<file path="config.mk">
export PLATFORM = sky130hd
export DESIGN_NAME = rfc_cordic_cell
export DESIGN_NICKNAME = d
export VERILOG_FILES = /design/src/rtl/assert_macros.svh /design/src/rtl/rfc_pkg.sv /design/src/rtl/rfc_cordic_cell.sv
export SDC_FILE = /design/constraint.sdc
export NUM_CORES = 1
export LEC_CHECK = 0
export CAP_MARGIN = 20
export CORE_ASPECT_RATIO = 1.5
export CORE_MARGIN = 4
export CORE_UTILIZATION = 25
export DETAILED_ROUTE_END_ITERATION = 16
export DONT_BUFFER_PORTS = 1
export PLACE_DENSITY_LB_ADDON = 0.3
export SYNTH_ARGS = -nofsm -noshare
export SYNTH_HDL_FRONTEND = slang
export SYNTH_SLANG_ARGS = --single-unit
</file>
<file path="constraint.sdc">
create_clock -name i_clk -period 7.6 [get_ports i_clk]
set_clock_uncertainty 0.05 [all_clocks]
set_input_delay 0 -clock i_clk [delete_from_list [all_inputs] [get_ports i_clk]]
set_output_delay 0 -clock i_clk [all_outputs]
set_load 0.03 [all_outputs]
</file>
<file path="src/rtl/assert_macros.svh">
// Assertion macros used by rotate_first_trajectory_cost.
`ifndef ASSERT_MACROS_SVH
`define ASSERT_MACROS_SVH

// Checks a property at every rising clock edge outside reset.
`define RFC_ASSERT(label, clk, rst_n, prop) \
    label: assert property (@(posedge clk) disable iff (!rst_n) (prop)) \
        else $error("assertion failed");

// Checks that a condition is followed by another in the next cycle.
`define RFC_ASSERT_NEXT(label, clk, rst_n, cond, nxt) \
    label: assert property (@(posedge clk) disable iff (!rst_n) (cond) |=> (nxt)) \
        else $error("assertion failed");

`endif

</file>
<file path="src/rtl/rfc_pkg.sv">
// ----------------------------------------------------------------------------
// rfc_pkg: shared types and constants
// Widths, codes, the arctangent table and the pipeline records.
// ----------------------------------------------------------------------------
package rfc_pkg;

    localparam int CORDIC_STAGES = 16;
    localparam int ATAN_ENTRIES  = 24;
    localparam int STAGE_W       = 5;
    localparam int XW            = 56;
    localparam int ZW            = 34;
    localparam int DEN_W         = 17;
    localparam int NUM_W         = 43;

    localparam logic [1:0] ST_NONE   = 2'd0;
    localparam logic [1:0] ST_REJECT = 2'd1;
    localparam logic [1:0] ST_SCORED = 2'd2;
    localparam logic [1:0] ST_NOPOSE = 2'd3;

    localparam logic [2:0] CFG_ANGLE_LIMIT = 3'd0;
    localparam logic [2:0] CFG_NEAR_DIST   = 3'd1;
    localparam logic [2:0] CFG_MAX_FWD     = 3'd2;
    localparam logic [2:0] CFG_COST_GAIN   = 3'd3;
    localparam logic [2:0] CFG_TURN_BIAS   = 3'd4;

    localparam logic signed [ZW-1:0] PI_Q30     = 34'sd3373259426;
    localparam logic signed [18:0]   PI_Q13     = 19'sd25736;
    localparam logic signed [18:0]   TWO_PI_Q13 = 19'sd51472;

    typedef struct packed {
        logic               valid;
        logic               bad;
        logic               in_range;
        logic [30:0]        ex;
        logic [30:0]        ey;
        logic signed [15:0] yaw;
        logic signed [15:0] fwd;
        logic signed [15:0] turn;
        logic signed [15:0] err;
        logic [1:0]         status;
    } t_side;

    typedef struct packed {
        logic signed [XW-1:0] x;
        logic signed [XW-1:0] y;
        logic signed [ZW-1:0] z;
    } t_cordic;

    typedef struct packed {
        logic [DEN_W-1:0] rem;
        logic [DEN_W-1:0] den;
        logic [NUM_W-1:0] num;
    } t_div;

    function automatic logic signed [ZW-1:0] atan_q30(input logic [STAGE_W-1:0] idx);
        logic signed [ZW-1:0] v;
        case (idx)
            5'd0:    v = 34'sd843314856;
            5'd1:    v = 34'sd497837829;
            5'd2:    v = 34'sd263043836;
            5'd3:    v = 34'sd133525158;
            5'd4:    v = 34'sd67021686;
            5'd5:    v = 34'sd33543515;
            5'd6:    v = 34'sd16775850;
            5'd7:    v = 34'sd8388437;
            5'd8:    v = 34'sd4194282;
            5'd9:    v = 34'sd2097149;
            5'd10:   v = 34'sd1048575;
            5'd11:   v = 34'sd524287;
            5'd12:   v = 34'sd262143;
            5'd13:   v = 34'sd131071;
            5'd14:   v = 34'sd65535;
            5'd15:   v = 34'sd32767;
            5'd16:   v = 34'sd16383;
            5'd17:   v = 34'sd8191;
            5'd18:   v = 34'sd4095;
            5'd19:   v = 34'sd2047;
            5'd20:   v = 34'sd1023;
            5'd21:   v = 34'sd511;
            5'd22:   v = 34'sd255;
            5'd23:   v = 34'sd127;
            default: v = '0;
        endcase
        return v;
    endfunction

endpackage

</file>
<file path="src/rtl/rfc_cordic_cell.sv">
// ----------------------------------------------------------------------------
// rfc_cordic_cell: one vectoring CORDIC iteration
// Rotates the vector toward the x axis by one table angle and passes it on.
// ----------------------------------------------------------------------------
module rfc_cordic_cell (
    input  logic                         i_clk,
    input  logic                         i_rst_n,
    input  logic                         i_en,
    input  logic [rfc_pkg::STAGE_W-1:0]  i_stage,
    input  rfc_pkg::t_side               i_side,
    input  rfc_pkg::t_cordic             i_cor,
    output rfc_pkg::t_side               o_side,
    output rfc_pkg::t_cordic             o_cor
);

    rfc_pkg::t_side   r_side;
    rfc_pkg::t_cordic r_cor;
    rfc_pkg::t_cordic n_cor;
    logic signed [rfc_pkg::XW-1:0] xs;
    logic signed [rfc_pkg::XW-1:0] ys;

    always_comb begin
        xs = i_cor.x >>> i_stage;
        ys = i_cor.y >>> i_stage;
        if (i_cor.y >= 0) begin
            n_cor.x = i_cor.x + ys;
            n_cor.y = i_cor.y - xs;
            n_cor.z = i_cor.z + rfc_pkg::atan_q30(i_stage);
        end else begin
            n_cor.x = i_cor.x - ys;
            n_cor.y = i_cor.y + xs;
            n_cor.z = i_cor.z - rfc_pkg::atan_q30(i_stage);
        end
    end

    always_ff @(posedge i_clk) begin
        if (!i_rst_n) begin
            r_side <= '0;
        end else if (i_en) begin
            r_side <= i_side;
        end
    end

    always_ff @(posedge i_clk) begin
        if (i_en) begin
            r_cor <= n_cor;
        end
    end

    assign o_side = r_side;
    assign o_cor  = r_cor;

endmodule

</file>
* Word-level counts from Yosys, hierarchy flattened
Memory sizes are Yosys's and may differ from the RTL's. Cells that the tools add are included.
Cells by class: $add $sub $neg 6, $mul 0, div/mod/pow operators 0, magnitude comparators 1, equal/unequal tests 0, shift operators 2, mux-type cells 3, bitwise logic cells 0, reduce and logical (&&, ||, !) cells 0
Operators by type and width (number):
- $mux 146 | 1
- $add 56x56->56 | 2
- $sshr 56x5->56 | 2
- $sub 56x56->56 | 2
- $mux 34 | 2
- $ge 56x1->1 const B | 1
- $add 34x34->34 | 1
- $sub 34x34->34 | 1
Storage, ports and cells: register bits after elaboration 277, latch bits 0, RAM bits 0, bits in read-only memories 1920, bits of input ports 285, memories 2
Memories:
- (no name shown) | words 32, bits a word 30, read ports 1, clocked after Yosys merged registers in 0, write ports 0, line rfc_pkg.sv:57 | case (idx)
- (no name shown) | words 32, bits a word 30, read ports 1, clocked after Yosys merged registers in 0, write ports 0, line rfc_pkg.sv:57

* Logic depth before layout (Yosys ltp)
depth after elaboration 4, gate-level depth with buffers 34

* Worst setup path after synthesis
No wires, ideal clock.
path type in2reg, start input port i_stage[2] in the netlist's numbering, end register r_cor (netlist bit o_cor[74]) (data pin), library setup time 0.259 ns, arrival 5.805 ns, required time 7.291 ns, path slack 1.486 ns, stages 28, path buffers 7, cell sequence buf_4 inv_2 buf_2 buf_2 buf_2 clkbuf_1 clkbuf_1 mux2i_1 o22ai_1 nor2_1 ha_1 nand3_1 or2_2 or3_1 o31ai_1 xor2_1 ha_1 clkbuf_1 a21oi_1 nor2b_1 or4_1 a31oi_1 o41ai_1 a31oi_1 o2111ai_1 a31o_2 a21oi_1 xnor2_1
RTL lines:
- start, declared | line rfc_cordic_cell.sv:9 | input logic [rfc_pkg::STAGE_W-1:0] i_stage,
- end signal, assigned | line rfc_cordic_cell.sv:46 | r_cor <= n_cor;
- end, declared | line rfc_cordic_cell.sv:17 | rfc_pkg::t_cordic r_cor;

==> results_dict.tcl <==
set metrics [dict create \
    tns_ns 0 \
    worst_pin_slew_ns 1.05 \
    outcome "finished clean" \
    firstDrtPassIters 6 \
    syn_nets 3733 \
    wl_met1_mm 52.8 \
    antenna_found_initial 28 \
    syn_area_per_cell_sq_um 9.22 \
    wl_per_cell_um 29.8 \
    crit_family "compound AO/OA/AOI/OAI gates" \
    relSlewSlack_pct 29.9 \
    fill_cells 12400 \
    final_cell_count_no_fill 5264 \
    setup_ws_ns 0.309 \
    rows 156 \
    drive_above_1_share_pct 11.6 \
    start_kind "primary input" \
    final_max_slew_viol_count 0 \
    critPathArrivalTime_ns 7.57 \
    dp_slack_ns 0.580 \
    post_cts.repair.setup_buffers 0 \
    synth_largest_area_cell "edfxtp_1" \
    holdCritPathClass "in2reg" \
    die_w_um 292 \
    die_h_um 434 \
    grt_pass1_wl_mm 221 \
    grt_max_degree 257 \
    wl_met3_mm 13.8 \
    routed_wl_mm 157 \
    grt_pass1_vias 30200 \
    cp_max_fo 159 \
    final_common_cell "dlygate4sd3_1" \
    drt_iter0_markers 2329 \
    htreeDepth 2 \
    critical-path-max-stage-delay_ns 0.72 \
    final_cell_mix "dlygate4sd3_1, nand2_1, mux2i_1" \
    synth_edf_count 146 \
    grt.overflow.total 0 \
    fmax_mhz 137 \
    clkSinkCount 277 \
    hold_buffers 466 \
    cts_max_path_buffers 3 \
    path_buf_inv 4 \
    critical_path.slowest_cell "buf_4" \
    die-area_sq_mm 0.127 \
    port_buffers 0 \
    p_leak_nw 14.7 \
    cts_tree "yes" \
    syn_to_final_growth_pct 24.3 \
    async_flop_share_pct 0 \
    ios 562 \
    track_usage_pct 23.6 \
    place.gp.congestion 0.983 \
    start_util_pct 25.2 \
    total_power_mw 7.75 \
    min_period_ns 7.29 \
    synth.distinct_cells 101 \
    ctsResizeCount 0 \
    top_layer "met5" \
    synth_flop_cell "edfxtp_1" \
    numCtsBuffers 34 \
    cts.clk_slew.worst_paths_ns 0.07 \
    drcViolationCount 0 \
    power.density_mw_per_mm2 206 \
    synth_seq_cells 277 \
    setup_viol 0 \
    area.sequential_sq_mm 0.00701 \
    worst_ir_drop_vdd_v 0.000144 \
    viasPerCell 5.61 \
    mappedNetlistArea_sq_mm 0.0303 \
    synth_top_area_share_pct 14.5 \
    rsz0062_at_grt "false" \
    postSynthCellCount 3286 \
    dpl.hpwl_mm 117 \
    synth_area_leaders "edfxtp_1, mux4_2, dfxtp_1, mux2i_1, ha_1" \
    required_ns 7.88 \
    max_cap_viol_count 0 \
    multi_input_area_sq_mm 0.0219 \
    num_vias 29500 \
    fin_crit_sh_pct 95.9 \
    core_area_sq_mm 0.120 \
    cts_root_buffer "clkbuf_16" \
    nets 4092 \
    end_kind "flop" \
    ant_nets 0 \
    yosysWarnings 0 \
    path_class "in2reg" \
    hold_viol_final 0 \
    worstSkewPairLatency_ns 0.56 \
    dpl.cell_count 4721 \
    synth_seq_area_share_pct 23.1 \
    wl_met2_mm 80.4 \
]
worst paths after layout:
path	start	endpoint	slack [ns]	depth (start not counted)
max reg2reg	o_side[65]	o_side[65]	5.51	4
min reg2reg	o_side[50]	o_side[50]	1.18	3
min	i_cor[52]	o_cor[52]	0.02	2
max	i_stage[1]	o_cor[87]	0.31	25
Yosys cell counts, types with 25 or more instances:
library cell,number
o21bai_1,25
nor3_1,56
a31oi_1,33
nor2_1,212
nand3_1,58
mux2_2,53
edfxtp_1,146
nand2b_1,27
nor2b_1,169
xor2_1,96
clkbuf_1,113
inv_1,77
o21ai_0,187
nand4_1,34
o22ai_1,28
mux4_2,188
buf_2,43
buf_1,32
a21oi_1,195
mux2i_1,250
ha_1,159
nand2_1,291
a21o_1,72
dfxtp_1,131
a211oi_1,27
xnor2_1,157
per-stage QoR:
stage	util, %	cell area (sq um)	hold slack [ns]
global placement	26.4	31800	0.0926
finish	31.3	37700	0.0194
detailed placement	26.4	31800	0.0928
floorplan	-	30300	0.0625
CTS	31.2	37600	0.00471
global route	31.3	37700	0.0197
layout make-up:
type / instances / area share, %
clock buffer: 44 / 2.55
antenna: 15 / 0.0996
multi-input combinational: 2709 / 58.1
timing repair buffer: 544 / 14.1
sequential: 277 / 18.6
inverter: 79 / 0.790
clock inverter: 16 / 0.462
tap: 1580 / 5.25
where the power goes:
group / leakage (nW) / internal [mW] / total (mW) / switching (mW)
clock network: 0.551 / 0.972 / 1.70 / 0.732
registers: 2.51 / 1.98 / 2.72 / 0.743
logic: 11.6 / 1.50 / 3.32 / 1.82
total: 14.7 / 4.45 / 7.75 / 3.30
registers in the layout (all words and copies together), names as in the netlist:
name	count
o_cor	146
o_side	131
cells by family after synthesis:
kind of cell,share of synthesized area (%)
compound gates,17.6
mux,24.3
flops,23.1
xor+xnor,7.31
fa+ha+maj,6.76
simple gates,16.2
buf+inv,4.69
metal layers:
metal	track usage [%]	vias up
li1	-	13200
met1	24.1	14400
met2	44.0	1579
met3	6.08	374
met4	12.6	10
met5	0	-
No activity file was read; power rests on OpenSTA's default activity.
