`config.mk`:
```
export PLATFORM = sky130hd
export DESIGN_NAME = rfc_div_cell
export DESIGN_NICKNAME = d
export VERILOG_FILES = /design/src/rtl/assert_macros.svh /design/src/rtl/rfc_pkg.sv /design/src/rtl/rfc_div_cell.sv
export SDC_FILE = /design/constraint.sdc
export NUM_CORES = 1
export LEC_CHECK = 0
export BUFFER_PORTS_ARGS = -buffer_cell sky130_fd_sc_hd__buf_2
export CAP_MARGIN = 10
export CORE_AREA = 2 2 161 163
export CTS_BUF_LIST = sky130_fd_sc_hd__clkbuf_8
export DETAILED_ROUTE_END_ITERATION = 8
export DIE_AREA = 0 0 163 165
export GPL_TIMING_DRIVEN = 1
export SETUP_SLACK_MARGIN = 0.4
export SLEW_MARGIN = 0
export SYNTH_ARGS = -nofsm -noshare
export SYNTH_HDL_FRONTEND = slang
export SYNTH_SLANG_ARGS = --single-unit
```
`constraint.sdc`:
```
create_clock -name i_clk -period 6 [get_ports i_clk]
set_input_delay 0.3 -clock i_clk [delete_from_list [all_inputs] [get_ports i_clk]]
set_output_delay 0.3 -clock i_clk [all_outputs]
set_load 0.05 [all_outputs]
```
`src/rtl/assert_macros.svh`:
```
// Assertion macros used by rotate_first_trajectory_cost.
`ifndef ASSERT_MACROS_SVH
`define ASSERT_MACROS_SVH

// Checks a property at every rising clock edge outside reset.
`define RFC_ASSERT(label, clk, rst_n, prop) \
    label: assert property (@(posedge clk) disable iff (!rst_n) (prop)) \
        else $error("assertion failed");

// Checks that a condition is followed by another in the next cycle.
`define RFC_ASSERT_NEXT(label, clk, rst_n, cond, nxt) \
    label: assert property (@(posedge clk) disable iff (!rst_n) (cond) |=> (nxt)) \
        else $error("assertion failed");

`endif

```
`src/rtl/rfc_pkg.sv`:
```
// ----------------------------------------------------------------------------
// rfc_pkg: shared types and constants
// Widths, codes, the arctangent table and the pipeline records.
// ----------------------------------------------------------------------------
package rfc_pkg;

    localparam int CORDIC_STAGES = 16;
    localparam int ATAN_ENTRIES  = 24;
    localparam int STAGE_W       = 5;
    localparam int XW            = 56;
    localparam int ZW            = 34;
    localparam int DEN_W         = 17;
    localparam int NUM_W         = 43;

    localparam logic [1:0] ST_NONE   = 2'd0;
    localparam logic [1:0] ST_REJECT = 2'd1;
    localparam logic [1:0] ST_SCORED = 2'd2;
    localparam logic [1:0] ST_NOPOSE = 2'd3;

    localparam logic [2:0] CFG_ANGLE_LIMIT = 3'd0;
    localparam logic [2:0] CFG_NEAR_DIST   = 3'd1;
    localparam logic [2:0] CFG_MAX_FWD     = 3'd2;
    localparam logic [2:0] CFG_COST_GAIN   = 3'd3;
    localparam logic [2:0] CFG_TURN_BIAS   = 3'd4;

    localparam logic signed [ZW-1:0] PI_Q30     = 34'sd3373259426;
    localparam logic signed [18:0]   PI_Q13     = 19'sd25736;
    localparam logic signed [18:0]   TWO_PI_Q13 = 19'sd51472;

    typedef struct packed {
        logic               valid;
        logic               bad;
        logic               in_range;
        logic [30:0]        ex;
        logic [30:0]        ey;
        logic signed [15:0] yaw;
        logic signed [15:0] fwd;
        logic signed [15:0] turn;
        logic signed [15:0] err;
        logic [1:0]         status;
    } t_side;

    typedef struct packed {
        logic signed [XW-1:0] x;
        logic signed [XW-1:0] y;
        logic signed [ZW-1:0] z;
    } t_cordic;

    typedef struct packed {
        logic [DEN_W-1:0] rem;
        logic [DEN_W-1:0] den;
        logic [NUM_W-1:0] num;
    } t_div;

    function automatic logic signed [ZW-1:0] atan_q30(input logic [STAGE_W-1:0] idx);
        logic signed [ZW-1:0] v;
        case (idx)
            5'd0:    v = 34'sd843314856;
            5'd1:    v = 34'sd497837829;
            5'd2:    v = 34'sd263043836;
            5'd3:    v = 34'sd133525158;
            5'd4:    v = 34'sd67021686;
            5'd5:    v = 34'sd33543515;
            5'd6:    v = 34'sd16775850;
            5'd7:    v = 34'sd8388437;
            5'd8:    v = 34'sd4194282;
            5'd9:    v = 34'sd2097149;
            5'd10:   v = 34'sd1048575;
            5'd11:   v = 34'sd524287;
            5'd12:   v = 34'sd262143;
            5'd13:   v = 34'sd131071;
            5'd14:   v = 34'sd65535;
            5'd15:   v = 34'sd32767;
            5'd16:   v = 34'sd16383;
            5'd17:   v = 34'sd8191;
            5'd18:   v = 34'sd4095;
            5'd19:   v = 34'sd2047;
            5'd20:   v = 34'sd1023;
            5'd21:   v = 34'sd511;
            5'd22:   v = 34'sd255;
            5'd23:   v = 34'sd127;
            default: v = '0;
        endcase
        return v;
    endfunction

endpackage

```
`src/rtl/rfc_div_cell.sv`:
```
// ----------------------------------------------------------------------------
// rfc_div_cell: one restoring division step
// Brings down one dividend bit, subtracts the divisor when it fits.
// ----------------------------------------------------------------------------
module rfc_div_cell (
    input  logic            i_clk,
    input  logic            i_rst_n,
    input  logic            i_en,
    input  rfc_pkg::t_side  i_side,
    input  rfc_pkg::t_div   i_div,
    output rfc_pkg::t_side  o_side,
    output rfc_pkg::t_div   o_div
);

    rfc_pkg::t_side r_side;
    rfc_pkg::t_div  r_div;
    rfc_pkg::t_div  n_div;
    logic [rfc_pkg::DEN_W:0] trial;
    logic                    fits;

    always_comb begin
        trial = {i_div.rem, i_div.num[rfc_pkg::NUM_W-1]};
        fits  = trial >= {1'b0, i_div.den};
        n_div.den = i_div.den;
        n_div.num = {i_div.num[rfc_pkg::NUM_W-2:0], fits};
        if (fits) begin
            n_div.rem = rfc_pkg::DEN_W'(trial - {1'b0, i_div.den});
        end else begin
            n_div.rem = rfc_pkg::DEN_W'(trial);
        end
    end

    always_ff @(posedge i_clk) begin
        if (!i_rst_n) begin
            r_side <= '0;
        end else if (i_en) begin
            r_side <= i_side;
        end
    end

    always_ff @(posedge i_clk) begin
        if (i_en) begin
            r_div <= n_div;
        end
    end

    assign o_side = r_side;
    assign o_div  = r_div;

endmodule

```
-- Word-level counts from Yosys, hierarchy flattened
Cells that the tools add are included.
Widths: inputs -> output; s select.
- register bits: 208
- output and inout port bits: 208
- word-level logic and storage cells: 16
- $add $sub $neg: 1
- order comparisons: 1
- muxes and demuxes: 1
- operator list (cell ; count):
    $ge 18x17->1 ; 1
    $mux 17 ; 1
    $sub 17x17->17 ; 1

-- Depth between registers and ports, before layout
- word-level depth: 2
- depth in mapped cells: 12
- depth with buffers taken out: 11

-- Worst setup path before layout
Ideal clock, no wire load.
- path kind: input to register
- from: in i_div[42] (netlist bit)
- to: reg r_div, in the netlist o_div[63], data pin
- arrival time: 2147 ps
- required time: 5740 ps
- setup slack: 3592 ps
- cell stages on the path: 12
- buffers on the path: 1
- cells stage by stage: inv_1 ha_1 inv_1 fa_1 a21oi_1 or3_4 a21oi_4 o21bai_4 and2_4 buf_12 inv_12 mux2_4
- RTL lines (element ; line ; RTL):
    start: declaration ; rfc_div_cell.sv:10 ; input rfc_pkg::t_div i_div,
    end signal: assignment ; rfc_div_cell.sv:43 ; r_div <= n_div;
    end: declaration ; rfc_div_cell.sv:16 ; rfc_pkg::t_div r_div;

==> results.yml <==
outcome:
  status: "finished, final reports clean"
global_routing:
  grt_pass1_wl_um: 34700
  antenna_found_initial: 0
  grt-ovfl-total: 0
  first_global_vias: 6332
  grt_util_all_layers_pct: 16.5
  grt_max_degree: 132
pwr:
  swShare_pct: 31.9
  intPower_w: 0.00252
  max-vdd-ir-drop_v: 0.000150
  power_frac_seq_pct: 43.7
  p_leak_nw: 5.87
  powerDensity_nw_per_um2: 307
  clockPowerShare_pct: 33.2
  p_sw_w: 0.00118
  combPwrFrac_pct: 23.1
final_layout:
  final_nets: 1369
  syn_to_final_growth_pct: 43.9
  drive_above_1_share_pct: 41.8
  antenna_cells: 0
setup_path:
  end_kind: "flip-flop"
  worstPathRequired_ns: 6.25
  rr_startpoint: "o_side[19]"
  ff2ff_setup_slack_ns: 5.35
  crit_fanout: 10
  arrival_ns: 2.96
  rr_endpoint: "o_side[19]"
  critical_path_class: "in2reg"
  startpoint_type: "input pin"
  rr_worst_depth: 2
timing:
  slew_headroom_pct: 39.0
  drv_slew: 0
  tightest_slew_ns: 0.916
  fin_skew_ns: 0
  rsz0062_at_grt: "no"
  final-setup-viol-count: 0
  fin_ws_ns: 3.30
  hold_viol: 0
  period_share_pct: 45.0
  min_period_ns: 2.70
  max_freq_mhz: 370
  setup_tns_ns: 0
detailed_routing:
  top_layer: "met4"
  ant_nets: 0
  drt-initial-drc-count: 240
  vias: 6552
  drcViolationCount: 0
  wire_per_inst_um: 15.9
  routed_wl_um: 23800
  wl_met3_um: 1820
  dr_wl_met2_um: 12000
  wl_met1_um: 9520
  viasPerCell: 4.39
  firstDrtPassIters: 4
place:
  finalWeightedCongestion: 0.802
  dpl_worst_slack_ns: 3.26
  hpwlAfterDp_um: 17100
  io_buffers: 418
floorplan:
  coreArea_sq_um: 25000
  fp.dieW_um: 163
  io-pin-count: 419
  rows: 58
  die_area_sq_um: 26900
  dieHeight_um: 165
  start_util_pct: 33.4
yosys:
  ys.flop_type: "dfxtp_1"
  netlist_area_sq_um: 8360
  synth.top_cell.area_share_pct: 31.4
  synthesis.nets: 880
  ys_seq_elements: 208
  async_reset_ff_share_pct: 0
  synth_cell_types: 49
  syn_avg_cell_area_sq_um: 12.8
  yosys_warnings: 0
  synth_area_leaders: "dfxtp_1, edfxtp_1, mux2i_1"
  synth_edf_count: 77
  synth_top_area_cell: "dfxtp_1"
  syn_inst: 651
  yosysSeqAreaShare_pct: 59.0
clocking:
  ctsRootBufferMaster: "clkbuf_8"
  clockBufferDepth: 3
  cts.sinks: 208
  cts_tree: "yes"
  cts_max_level: 2
  path_clk_slew_ns: 0.06
  cts_made_buffers: 38
  insertion_delay_ns: 0.50
  cts_resized: 0
  postCtsSetupRepairBufs: 0
run:
  drv_cap: 0
hold_path:
  min_to: "o_side[128]"
  hold_start: "i_side[128]"
  hp-class: "in2reg"
  hold_depth: 3
## kinds of logic (layout without fill, tap and decap cells)
kind of cell             after synthesis  after routing  share of synthesized area (%)
multiplexers                         142            142                           17.6
buffers and inverters                 53            565                           2.81
AND/OR/NAND/NOR                      172            172                           12.4
AO/OA/AOI/OAI                         47             47                           4.22
XOR/XNOR                              11             11                           1.15
flip-flops                           208            208                           59.0
adder cells (fa/ha/maj)               18             18                           2.78
## power groups by stage
stage               logic (W)  registers [W]  clock network (W)
CTS                  0.000861        0.00161            0.00128
finish               0.000855        0.00161            0.00123
global placement     0.000823        0.00164                  0
detailed placement   0.000829        0.00164                  0
floorplan            0.000227        0.00201                  0
global route         0.000902        0.00162            0.00134
## placed cells by master (no fill, tap or decap), types with 9 or more instances in the layout
| cell type | Yosys | layout |
|---|---|---|
| buf_2 | 6 | 417 |
| nor2b_1 | 132 | 132 |
| mux2i_1 | 132 | 132 |
| dfxtp_1 | 131 | 131 |
| edfxtp_1 | 77 | 77 |
| dlygate4sd3_1 | 0 | 59 |
| clkbuf_8 | 0 | 41 |
| inv_1 | 22 | 38 |
| ha_1 | 17 | 17 |
| a21oi_1 | 13 | 13 |
| mux2_4 | 10 | 10 |
| nand2_1 | 9 | 9 |
## state kept, by name, indices dropped and copies added (netlist names)
signal	count
o_div	77
o_side	131
## critical path, cell delays in order
cell,delay [ns]
dlygate4sd3_1,0.52
buf_2,0.12
ha_1,0.16
inv_1,0.05
fa_1,0.39
a21oi_1,0.24
or3_4,0.18
a21oi_4,0.06
o21bai_4,0.23
and2_4,0.31
inv_12,0.07
mux2_4,0.30
## stage by stage
| step | util (%) | cell area, sq um | hold slack, ns | instances | power [W] |
|---|---|---|---|---|---|
| after floorplan | - | 8360 | 0.399 | 651 | 0.00223 |
| after global placement | 43.0 | 10800 | 0.476 | 1371 | 0.00246 |
| after detailed placement | 43.0 | 10800 | 0.478 | 1371 | 0.00247 |
| after CTS | 48.1 | 12000 | 0.00897 | 1493 | 0.00375 |
| after global routing | 48.1 | 12000 | 0.0218 | 1493 | 0.00387 |
| final | 48.1 | 12000 | 0.0540 | 1493 | 0.00370 |
## what timing repair did
action                                  4_1_cts  5_1_grt
endpoints found under the setup margin        0        0
hold endpoints to repair                     59        0
hold buffers                                 59        0
## synthesized netlist by cell type, drive strengths merged, types with 3 or more instances
cell    number
xor2         3
ha          17
inv         23
a21boi       3
mux2        10
nor2b      132
nand2        9
buf         14
and2         4
nand2b       3
edfxtp      77
xnor2        8
dfxtp      131
nor2         6
clkbuf      16
o21ai        7
nor3         4
o21bai       3
nand3        8
a21o         3
o31ai        4
a21oi       15
mux2i      132
## worst max-delay path by stage
stage | from | endpoint | slack (ns) | depth (start not counted)
2_1_floorplan | i_div[42] | o_div[63] | 3.59 | 12
3_3_place_gp | i_div[42] | o_div[65] | 3.30 | 12
3_5_place_dp | i_div[42] | o_div[63] | 3.26 | 12
4_1_cts | i_div[43] | o_div[67] | 3.35 | 12
5_1_grt | i_div[43] | o_div[67] | 3.18 | 12
6_report | i_div[43] | o_div[67] | 3.30 | 12
## routing by layer
layer	global-route usage [%]	vias up
li1	-	3246
met1	19.5	3034
met2	28.6	239
met3	4.87	33
met4	5.59	0
met5	0	-
## cell type report
type                    count  area [sq um]
inverters                  23          98.8
flip-flops and latches    208          4930
clock inverters            22           114
multi-input cells         390          3190
repair buffers            479          2720
clock buffers              41           564
fillers                  2377         13000
well taps                 330           413
Note: power is estimated with default switching activity, not from simulation.
